$ cat config.mk
export PLATFORM = sky130hd
export DESIGN_NAME = wifi_to_ethernet_decap_top_flat
export DESIGN_NICKNAME = d
export VERILOG_FILES = /design/src/w2e_pkg.sv /design/src/w2e_if.sv /design/src/wifi_to_ethernet_decap_top.sv /design/src/w2e_fifo.sv /design/src/w2e_front.sv /design/src/w2e_back.sv /design/src/flat_wrapper.sv
export SDC_FILE = /design/constraint.sdc
export NUM_CORES = 1
export LEC_CHECK = 0
export BUFFER_PORTS_ARGS = -buffer_cell sky130_fd_sc_hd__clkbuf_2
export CAP_MARGIN = 25
export CORE_UTILIZATION = 65
export CTS_BUF_LIST = sky130_fd_sc_hd__clkbuf_4
export DETAILED_ROUTE_END_ITERATION = 10
export PLACE_DENSITY = 0.91
export REMOVE_ABC_BUFFERS = 1
export SETUP_SLACK_MARGIN = 0.2
export SLEW_MARGIN = 20
export SYNTH_ARGS = -nofsm -noshare
export SYNTH_HDL_FRONTEND = slang
export SYNTH_HIERARCHICAL = 1
export SYNTH_SLANG_ARGS = --single-unit
export TNS_END_PERCENT = 5
$ cat constraint.sdc
create_clock -name clk -period 7.2 [get_ports clk]
set_input_delay 1.44 -clock clk [delete_from_list [all_inputs] [get_ports clk]]
set_output_delay 1.44 -clock clk [all_outputs]
set_load 0.01 [all_outputs]
$ cat src/w2e_pkg.sv
package w2e_pkg;

  localparam logic [5:0]  KIND_DATA   = 6'd2;
  localparam logic [5:0]  KIND_QOS    = 6'd34;
  localparam logic [5:0]  OFF_DATA    = 6'd32;
  localparam logic [5:0]  OFF_QOS     = 6'd34;
  localparam logic [5:0]  COUNT_CEIL  = 6'd34;
  localparam logic [5:0]  KIND_MASK   = 6'd63;
  localparam logic [15:0] SEQ_RESET   = 16'd123;
  localparam logic [15:0] ETYPE_WORD  = 16'h0008;

  localparam int ADDR_BYTES     = 12;
  localparam int HDR_LEN        = 14;
  localparam int W2E_FIFO_DEPTH = 4;

  // One queued command: a header burst (with its address snapshot) or a payload byte
  typedef struct packed {
    logic                      hdr;
    logic [7:0]                data;
    logic                      last;
    logic [ADDR_BYTES*8-1:0]   addr;
  } w2e_cmd_t;

  typedef struct packed {
    logic push;
    logic full;
  } w2e_push_ctl_t;

  typedef struct packed {
    logic pop;
    logic empty;
  } w2e_pop_ctl_t;

endpackage

$ cat src/w2e_if.sv
interface w2e_in_if;
  logic       valid;
  logic       ready;
  logic [7:0] in_byte;
  logic       in_last;

  modport source (output valid, output in_byte, output in_last, input ready);
  modport sink   (input valid, input in_byte, input in_last, output ready);
endinterface

interface w2e_out_if;
  logic       valid;
  logic       ready;
  logic [7:0] out_byte;
  logic       out_last;

  modport source (output valid, output out_byte, output out_last, input ready);
  modport sink   (input valid, input out_byte, input out_last, output ready);
endinterface

$ cat src/wifi_to_ethernet_decap_top.sv
// An accepted byte that produces output is written into the command queue and from there
// moved into the output register, where it waits until the sink takes it.
// Throughput: one byte per cycle while the queue has room; during a kept frame's
// header burst in the back end the command queue absorbs incoming bytes and the input
// stalls once it fills (depth FIFO_DEPTH).
// Reset: synchronous active-low rst_n clears counters, flags, queue and output valid;
// the last sequence word resets to 123. No clearing pass, ready the cycle after reset.
module wifi_to_ethernet_decap_top #(
  parameter int FIFO_DEPTH = w2e_pkg::W2E_FIFO_DEPTH
) (
  input  logic        clk,
  input  logic        rst_n,
  w2e_in_if.sink      in_if,
  w2e_out_if.source   out_if
);
  import w2e_pkg::*;

  w2e_cmd_t      push_cmd;
  w2e_cmd_t      pop_cmd;
  w2e_push_ctl_t push_ctl;
  w2e_pop_ctl_t  pop_ctl;
  logic          q_full;
  logic          q_empty;

  w2e_front u_front (
    .clk        (clk),
    .rst_n      (rst_n),
    .in_if      (in_if),
    .push_ctl_o (push_ctl),
    .full_i     (q_full),
    .cmd_o      (push_cmd)
  );

  w2e_fifo #(
    .DEPTH (FIFO_DEPTH)
  ) u_fifo (
    .clk       (clk),
    .rst_n     (rst_n),
    .push      (push_ctl.push),
    .push_data (push_cmd),
    .full      (q_full),
    .pop       (pop_ctl.pop),
    .pop_data  (pop_cmd),
    .empty     (q_empty)
  );

  w2e_back u_back (
    .clk       (clk),
    .rst_n     (rst_n),
    .cmd_i     (pop_cmd),
    .empty_i   (q_empty),
    .pop_ctl_o (pop_ctl),
    .out_if    (out_if)
  );

`ifndef SYNTH
  a_push_room: assert property (@(posedge clk) disable iff (!rst_n)
    push_ctl.push |-> !push_ctl.full)
    else $error("front pushed into a full queue");
  a_pop_data: assert property (@(posedge clk) disable iff (!rst_n)
    pop_ctl.pop |-> !pop_ctl.empty)
    else $error("back popped an empty queue");
`endif

endmodule

$ cat src/w2e_fifo.sv
module w2e_fifo #(
  parameter int DEPTH = w2e_pkg::W2E_FIFO_DEPTH
) (
  input  logic                 clk,
  input  logic                 rst_n,
  input  logic                 push,
  input  w2e_pkg::w2e_cmd_t    push_data,
  output logic                 full,
  input  logic                 pop,
  output w2e_pkg::w2e_cmd_t    pop_data,
  output logic                 empty
);
  import w2e_pkg::*;

  localparam int PTR_W = (DEPTH > 1) ? $clog2(DEPTH) : 1;
  localparam int CNT_W = $clog2(DEPTH + 1);
  localparam logic [PTR_W-1:0] LAST_PTR = PTR_W'(DEPTH - 1);
  localparam logic [CNT_W-1:0] FULL_CNT = CNT_W'(DEPTH);

  w2e_cmd_t         mem_r [DEPTH];
  logic [PTR_W-1:0] wr_ptr_r, wr_ptr_nxt;
  logic [PTR_W-1:0] rd_ptr_r, rd_ptr_nxt;
  logic [CNT_W-1:0] cnt_r, cnt_nxt;
  logic             do_push, do_pop;

  assign full     = (cnt_r == FULL_CNT);
  assign empty    = (cnt_r == '0);
  assign pop_data = mem_r[rd_ptr_r];
  assign do_push  = push && !full;
  assign do_pop   = pop && !empty;

  always_comb begin
    wr_ptr_nxt = wr_ptr_r;
    rd_ptr_nxt = rd_ptr_r;
    cnt_nxt    = cnt_r;
    if (do_push) begin
      wr_ptr_nxt = (wr_ptr_r == LAST_PTR) ? '0 : wr_ptr_r + 1'b1;
    end
    if (do_pop) begin
      rd_ptr_nxt = (rd_ptr_r == LAST_PTR) ? '0 : rd_ptr_r + 1'b1;
    end
    if (do_push && !do_pop) begin
      cnt_nxt = cnt_r + 1'b1;
    end else if (do_pop && !do_push) begin
      cnt_nxt = cnt_r - 1'b1;
    end
  end

  always_ff @(posedge clk) begin
    if (!rst_n) begin
      wr_ptr_r <= '0;
      rd_ptr_r <= '0;
      cnt_r    <= '0;
    end else begin
      wr_ptr_r <= wr_ptr_nxt;
      rd_ptr_r <= rd_ptr_nxt;
      cnt_r    <= cnt_nxt;
    end
  end

  always_ff @(posedge clk) begin
    if (do_push) begin
      mem_r[wr_ptr_r] <= push_data;
    end
  end

`ifndef SYNTH
  a_cnt_bound: assert property (@(posedge clk) disable iff (!rst_n) cnt_r <= FULL_CNT)
    else $error("queue count beyond depth");
  a_no_overflow: assert property (@(posedge clk) disable iff (!rst_n)
    push && full && !pop |=> cnt_r == FULL_CNT)
    else $error("queue count moved on a push into a full queue");
`endif

endmodule

$ cat src/w2e_front.sv
module w2e_front (
  input  logic                 clk,
  input  logic                 rst_n,
  w2e_in_if.sink               in_if,
  output w2e_pkg::w2e_push_ctl_t push_ctl_o,
  input  logic                 full_i,
  output w2e_pkg::w2e_cmd_t    cmd_o
);
  import w2e_pkg::*;

  logic [5:0]  cnt_r, cnt_nxt;
  logic [7:0]  kind_r, kind_nxt;
  logic [7:0]  seq_lo_r, seq_lo_nxt;
  logic [15:0] prev_seq_r, prev_seq_nxt;
  logic        drop_r, drop_nxt;
  logic [7:0]  addr_r [ADDR_BYTES];

  logic        acc;
  logic [15:0] seq_word;
  logic [5:0]  kind_field;
  logic [5:0]  offset;
  logic [3:0]  addr_idx;
  logic        emit_hdr, emit_pay;

  assign in_if.ready = !full_i;
  assign acc         = in_if.valid && in_if.ready;
  assign seq_word    = {in_if.in_byte, seq_lo_r};
  assign addr_idx    = 4'(cnt_r - 6'd4);

  always_comb begin
    kind_nxt     = kind_r;
    seq_lo_nxt   = seq_lo_r;
    prev_seq_nxt = prev_seq_r;
    drop_nxt     = drop_r;
    kind_field   = in_if.in_byte[7:2] & KIND_MASK;
    if (cnt_r == 6'd0) begin
      kind_nxt = in_if.in_byte;
      drop_nxt = !(kind_field == KIND_DATA || kind_field == KIND_QOS);
    end
    if (cnt_r == 6'd22) begin
      seq_lo_nxt = in_if.in_byte;
    end
    // Duplicate check on the full sequence word
    if (cnt_r == 6'd23) begin
      if (seq_word == prev_seq_r) begin
        drop_nxt = 1'b1;
      end else begin
        prev_seq_nxt = seq_word;
      end
    end
    offset   = ((kind_nxt[7:2] & KIND_MASK) == KIND_QOS) ? OFF_QOS : OFF_DATA;
    emit_hdr = !drop_nxt && (cnt_r == offset - 6'd1);
    emit_pay = !drop_nxt && (cnt_r >= offset);

    if (in_if.in_last) begin
      cnt_nxt = '0;
    end else if (cnt_r < COUNT_CEIL) begin
      cnt_nxt = cnt_r + 6'd1;
    end else begin
      cnt_nxt = cnt_r;
    end
  end

  always_comb begin
    cmd_o.hdr  = emit_hdr;
    cmd_o.data = in_if.in_byte;
    cmd_o.last = in_if.in_last;
    for (int i = 0; i < ADDR_BYTES; i++) begin
      cmd_o.addr[i*8 +: 8] = addr_r[i];
    end
  end

  assign push_ctl_o.push = acc && (emit_hdr || emit_pay);
  assign push_ctl_o.full = full_i;

  always_ff @(posedge clk) begin
    if (!rst_n) begin
      cnt_r      <= '0;
      kind_r     <= '0;
      seq_lo_r   <= '0;
      prev_seq_r <= SEQ_RESET;
      drop_r     <= 1'b0;
    end else if (acc) begin
      cnt_r      <= cnt_nxt;
      kind_r     <= kind_nxt;
      seq_lo_r   <= seq_lo_nxt;
      prev_seq_r <= prev_seq_nxt;
      drop_r     <= drop_nxt;
    end
  end

  always_ff @(posedge clk) begin
    if (acc && cnt_r >= 6'd4 && cnt_r < 6'd16) begin
      addr_r[addr_idx] <= in_if.in_byte;
    end
  end

`ifndef SYNTH
  a_cnt_ceil: assert property (@(posedge clk) disable iff (!rst_n) cnt_r <= COUNT_CEIL)
    else $error("byte counter past ceiling");
  a_last_clears: assert property (@(posedge clk) disable iff (!rst_n)
    acc && in_if.in_last |=> cnt_r == 6'd0)
    else $error("byte counter not cleared after last item");
`endif

endmodule

$ cat src/w2e_back.sv
module w2e_back (
  input  logic                 clk,
  input  logic                 rst_n,
  input  w2e_pkg::w2e_cmd_t    cmd_i,
  input  logic                 empty_i,
  output w2e_pkg::w2e_pop_ctl_t pop_ctl_o,
  w2e_out_if.source            out_if
);
  import w2e_pkg::*;

  localparam logic [3:0] HDR_LAST_IDX = 4'(HDR_LEN - 1);
  localparam logic [3:0] ETYPE_LO_IDX = 4'(ADDR_BYTES);

  logic                    out_valid_r, out_valid_nxt;
  logic [7:0]              out_byte_r, out_byte_nxt;
  logic                    out_last_r, out_last_nxt;
  logic                    hdr_act_r, hdr_act_nxt;
  logic [3:0]              hdr_idx_r, hdr_idx_nxt;
  logic                    hdr_last_r, hdr_last_nxt;
  logic [ADDR_BYTES*8-1:0] hdr_addr_r, hdr_addr_nxt;
  logic                    slot_free;
  logic                    pop;

  assign slot_free = !out_valid_r || out_if.ready;

  always_comb begin
    out_valid_nxt = out_valid_r;
    out_byte_nxt  = out_byte_r;
    out_last_nxt  = out_last_r;
    hdr_act_nxt   = hdr_act_r;
    hdr_idx_nxt   = hdr_idx_r;
    hdr_last_nxt  = hdr_last_r;
    hdr_addr_nxt  = hdr_addr_r;
    pop           = 1'b0;
    if (slot_free) begin
      if (hdr_act_r) begin
        // Finish the header burst
        out_valid_nxt = 1'b1;
        out_last_nxt  = 1'b0;
        if (hdr_idx_r < ETYPE_LO_IDX) begin
          out_byte_nxt = hdr_addr_r[hdr_idx_r*8 +: 8];
        end else if (hdr_idx_r == ETYPE_LO_IDX) begin
          out_byte_nxt = ETYPE_WORD[7:0];
        end else begin
          out_byte_nxt = ETYPE_WORD[15:8];
          out_last_nxt = hdr_last_r;
        end
        if (hdr_idx_r == HDR_LAST_IDX) begin
          hdr_act_nxt = 1'b0;
        end
        hdr_idx_nxt = hdr_idx_r + 4'd1;
      end else if (!empty_i) begin
        pop           = 1'b1;
        out_valid_nxt = 1'b1;
        if (cmd_i.hdr) begin
          out_byte_nxt = cmd_i.addr[7:0];
          out_last_nxt = 1'b0;
          hdr_act_nxt  = 1'b1;
          hdr_idx_nxt  = 4'd1;
          hdr_last_nxt = cmd_i.last;
          hdr_addr_nxt = cmd_i.addr;
        end else begin
          out_byte_nxt = cmd_i.data;
          out_last_nxt = cmd_i.last;
        end
      end else begin
        out_valid_nxt = 1'b0;
      end
    end
  end

  assign pop_ctl_o.pop   = pop;
  assign pop_ctl_o.empty = empty_i;

  assign out_if.valid    = out_valid_r;
  assign out_if.out_byte = out_byte_r;
  assign out_if.out_last = out_last_r;

  always_ff @(posedge clk) begin
    if (!rst_n) begin
      out_valid_r <= 1'b0;
      hdr_act_r   <= 1'b0;
      hdr_idx_r   <= '0;
    end else begin
      out_valid_r <= out_valid_nxt;
      hdr_act_r   <= hdr_act_nxt;
      hdr_idx_r   <= hdr_idx_nxt;
    end
  end

  always_ff @(posedge clk) begin
    out_byte_r <= out_byte_nxt;
    out_last_r <= out_last_nxt;
    hdr_last_r <= hdr_last_nxt;
    hdr_addr_r <= hdr_addr_nxt;
  end

`ifndef SYNTH
  a_hdr_idx: assert property (@(posedge clk) disable iff (!rst_n)
    hdr_act_r |-> (hdr_idx_r >= 4'd1 && hdr_idx_r <= HDR_LAST_IDX))
    else $error("header index out of range during burst");
  a_no_pop_in_hdr: assert property (@(posedge clk) disable iff (!rst_n)
    hdr_act_r |-> !pop)
    else $error("queue popped during header burst");
`endif

endmodule
$ cat src/flat_wrapper.sv
// flat-port wrapper written by rule: the top's interface ports become plain ports
module wifi_to_ethernet_decap_top_flat import w2e_pkg::*;
#(
  parameter int FIFO_DEPTH = w2e_pkg::W2E_FIFO_DEPTH
)
  (clk, rst_n, in_if_valid, in_if_in_byte, in_if_in_last, in_if_ready, out_if_valid, out_if_out_byte, out_if_out_last, out_if_ready);
  w2e_in_if in_if_i ();
  w2e_out_if out_if_i ();
  input  logic clk;
  input  logic rst_n;
  input wire logic [$bits(in_if_i.valid)-1:0] in_if_valid;
  input wire logic [$bits(in_if_i.in_byte)-1:0] in_if_in_byte;
  input wire logic [$bits(in_if_i.in_last)-1:0] in_if_in_last;
  output wire logic [$bits(in_if_i.ready)-1:0] in_if_ready;
  output wire logic [$bits(out_if_i.valid)-1:0] out_if_valid;
  output wire logic [$bits(out_if_i.out_byte)-1:0] out_if_out_byte;
  output wire logic [$bits(out_if_i.out_last)-1:0] out_if_out_last;
  input wire logic [$bits(out_if_i.ready)-1:0] out_if_ready;
  assign in_if_i.valid = in_if_valid;
  assign in_if_i.in_byte = in_if_in_byte;
  assign in_if_i.in_last = in_if_in_last;
  assign in_if_ready = in_if_i.ready;
  assign out_if_valid = out_if_i.valid;
  assign out_if_out_byte = out_if_i.out_byte;
  assign out_if_out_last = out_if_i.out_last;
  assign out_if_i.ready = out_if_ready;
  wifi_to_ethernet_decap_top #(.FIFO_DEPTH(FIFO_DEPTH)) u_core (.clk(clk), .rst_n(rst_n), .in_if(in_if_i), .out_if(out_if_i));
endmodule
==> flow_summary_export.csv <==
group,metric,value,unit
status,run_status,"finished, final reports clean",
final_layout,final_design_area_no_fill,27880,um^2
timing,headroom_to_the_max_slew_limit,0.2827,
clock_network,cts_made_buffers,157,
timing,finalHoldViolCount,0,
worst_hold_path,hp-class,"reg2reg",
route,drt_pass1_iterations,5,
place,gp_routability_congestion,0.8204,
die,fp.dieH,199.1,um
clock_network,cts_buffer_depth,3,
worst_setup_path,worst-r2r-setup-slack,2.58,ns
worst_setup_path,critPathKind,"in2reg",
worst_setup_path,kind_of_end_point_of_the_critical_path,"register",
timing,grt_setup_unrepaired,"false",
clock_network,clk_root_buffer_cell,"sky130_fd_sc_hd__clkbuf_4",
final_layout,drive_above_1_share,0.2906,
route,num_vias,12609,
clock_network,cts_h_tree_lvls,4,
final_layout,final_core_utilization,0.7351,
worst_setup_path,critical_path.top_delay_family,"simple AND/OR/NAND/NOR gates",
die,chipWidth,199.1,um
timing,timing.final.max_slew_violations,0,
route,drc,0,
worst_setup_path,critPathLaunchType,"input port",
die,std_cell_rows,71,
timing,timing.final.setup_violations,0,
clock_network,postCtsHoldBufs,0,
route,first_iter_violations,1495,
worst_setup_path,worstRegToRegCells,10,
clock_network,clock_sink_count,678,
route,wl_per_cell,27.66,um
final_layout,layout.cells.most_common,"sky130_fd_sc_hd__edfxtp_1",
worst_setup_path,timing.critical_path.slowest_stage_cell,"sky130_fd_sc_hd__and2_4",
power_and_ir_drop,max-vdd-ir-drop,0.1473,mV
logic_synthesis,syn_area_per_cell,21.07,um^2
worst_setup_path,timing.rr.end,"u_core/u_fifo/mem_r[0][57]",
route,routed_wl,54.54,mm
worst_setup_path,cp.required,7.67,ns
worst_setup_path,biggest_fanout_along_the_worst_timing_path,44,
global_route,groute.usage.overall,0.2882,
timing,fin_tns_setup,0,ns
clock_network,post_cts_resized,0,
global_route,grt_pass1_wl,80.19,mm
route,postRouteAntennaNets,0,
worst_hold_path,holdPathStages,0,
logic_synthesis,ys_warn_count,6,
clock_network,clkTransAtPathRegs,0.08,ns
place,dpl.hpwl,30.39,mm
route,viasPerCell,6.394,
timing,maxClockFrequency,184.4,MHz
place,io_buffer_count,23,
timing,worst_slew_pin_slew,1.072,ns
clock_network,clk-insertion-delay-late,0.86,ns
global_route,grt.overflow.total,0,
final_layout,nNetsFinal,1370,
global_route,grt_antenna_before_repair,3,
die,design.portCount,24,
worst_setup_path,crit_path_arrival_time,5.89,ns
worst_hold_path,hold_path_end,"u_core/u_fifo/mem_r[3][4]",
clock_network,post-cts-setup-buffer-count,0,
final_layout,num-fill-cells,2004,
logic_synthesis,netlist_instances,1198,
worst_hold_path,hold_start,"u_core/u_front/addr_r[0][4]",
worst_setup_path,critical_path.max_stage_delay,0.76,ns
timing,final.min_clock_period,5.422,ns
worst_setup_path,crit-reg2reg-launch,"u_core/u_front/cnt_r[0]",
die,coreArea,37930,um^2
place,placedInstanceArea,25840,um^2
logic_synthesis,netlist_area_pre_place,25240,um^2
timing,fin_worst_skew,0.08769,ns
run,maxCapViolCount,0,
timing,finalCritPeriodShare,0.7531,
global_route,grt_start_max_net_pins,60,
power_and_ir_drop,power_leakage,8.791,nW
global_route,first_global_vias,13026,
die,floorplan.die_area,39620,um^2
die,initial_core_util,0.6654,
power_and_ir_drop,power_per_cell_area,265.1,nW/um^2
final_layout,commonest_non_fill_non_tap_cells_in_the_layout,"sky130_fd_sc_hd__edfxtp_1, sky130_fd_sc_hd__clkbuf_4, sky130_fd_sc_hd__mux4_2",
final_layout,syn_to_final_growth,10.47,%
clock_network,cts_tree,"yes",
worst_setup_path,crit_path_cell_trace,"clkbuf_2 > nor4b_1 > nand3_1 > mux2i_2 > ha_1 > or4_4 > a311oi_2 > nor2b_1 > and2_4 > buf_4",
worst_setup_path,critical_path_buf_inv_count,2,
[cell type report]
class | count | area, um^2 | share of cell area
clock buffers | 236 | 1772 | 0.06354
repair buffers | 45 | 362.8 | 0.01301
clock inverters | 40 | 207.7 | 0.007449
flip-flops and latches | 678 | 19850 | 0.7118
multi-input cells | 441 | 4977 | 0.1785
diodes | 2 | 5.005 | 0.0001795
inverters | 19 | 71.32 | 0.002558
well taps | 511 | 639.4 | 0.02293
[metal layers]
layer / global-route usage / share of wire / vias up
met3: 0.05637 / 0.10 / 145
met1: 0.3883 / 0.36 / 6377
met4: 0.1248 / 0.033 / 4
met2: 0.4661 / 0.51 / 856
met5: 0 / 0.00064 / -
li1: - / - / 5227
[where the power goes]
group          total (mW)  switching (mW)  internal, mW
registers            4.27          0.0125          4.25
clock network        3.01            1.44          1.57
logic               0.116          0.0761        0.0401
total                7.39            1.53          5.86
[state kept, by name, indices dropped and copies added (netlist names), named ones only]
signal,cells
u_core/u_back/out_if.out_last,1
u_core/u_fifo/wr_ptr_r,2
u_core/u_front/kind_r,6
u_core/u_back/out_if.valid,1
u_core/u_back/hdr_act_r,1
u_core/u_back/hdr_last_r,1
u_core/u_fifo/mem_r,424
u_core/u_back/out_if.out_byte,8
u_core/u_front/seq_lo_r,8
u_core/u_back/hdr_idx_r,4
u_core/u_front/cnt_r,6
u_core/u_back/hdr_addr_r,96
u_core/u_front/addr_r,96
u_core/u_front/prev_seq_r,16
u_core/u_fifo/rd_ptr_r,2
u_core/u_front/drop_r,1
u_core/u_fifo/cnt_r,3
[through the flow]
step	instances	total power [mW]	hold WS, ns	setup slack (ns)
after detailed placement	1690	4.464	0.4591	1.126
after global placement	1690	4.457	0.4552	1.426
after floorplan	1138	4.408	0.4473	-1.094
final	1972	7.393	0.4705	1.778
after CTS	1966	7.437	0.4696	1.944
after global routing	1971	7.640	0.4896	1.683
[worst max-delay path by stage]
stage | start | endpoint | slack, ns | depth (start not counted)
finish | in_if_in_byte[5] | u_core/u_fifo/mem_r[0][57] | 1.78 | 10
floorplan | register | u_core/u_back/hdr_idx_r[2] | -1.09 | 5
detailed placement | in_if_in_byte[5] | u_core/u_fifo/mem_r[0][57] | 1.13 | 10
global placement | in_if_in_byte[5] | u_core/u_fifo/mem_r[0][19] | 1.43 | 10
CTS | in_if_in_byte[5] | u_core/u_fifo/mem_r[0][57] | 1.94 | 10
global route | in_if_in_byte[5] | u_core/u_fifo/mem_r[0][57] | 1.68 | 10
Note: power is estimated with default switching activity, not from simulation.
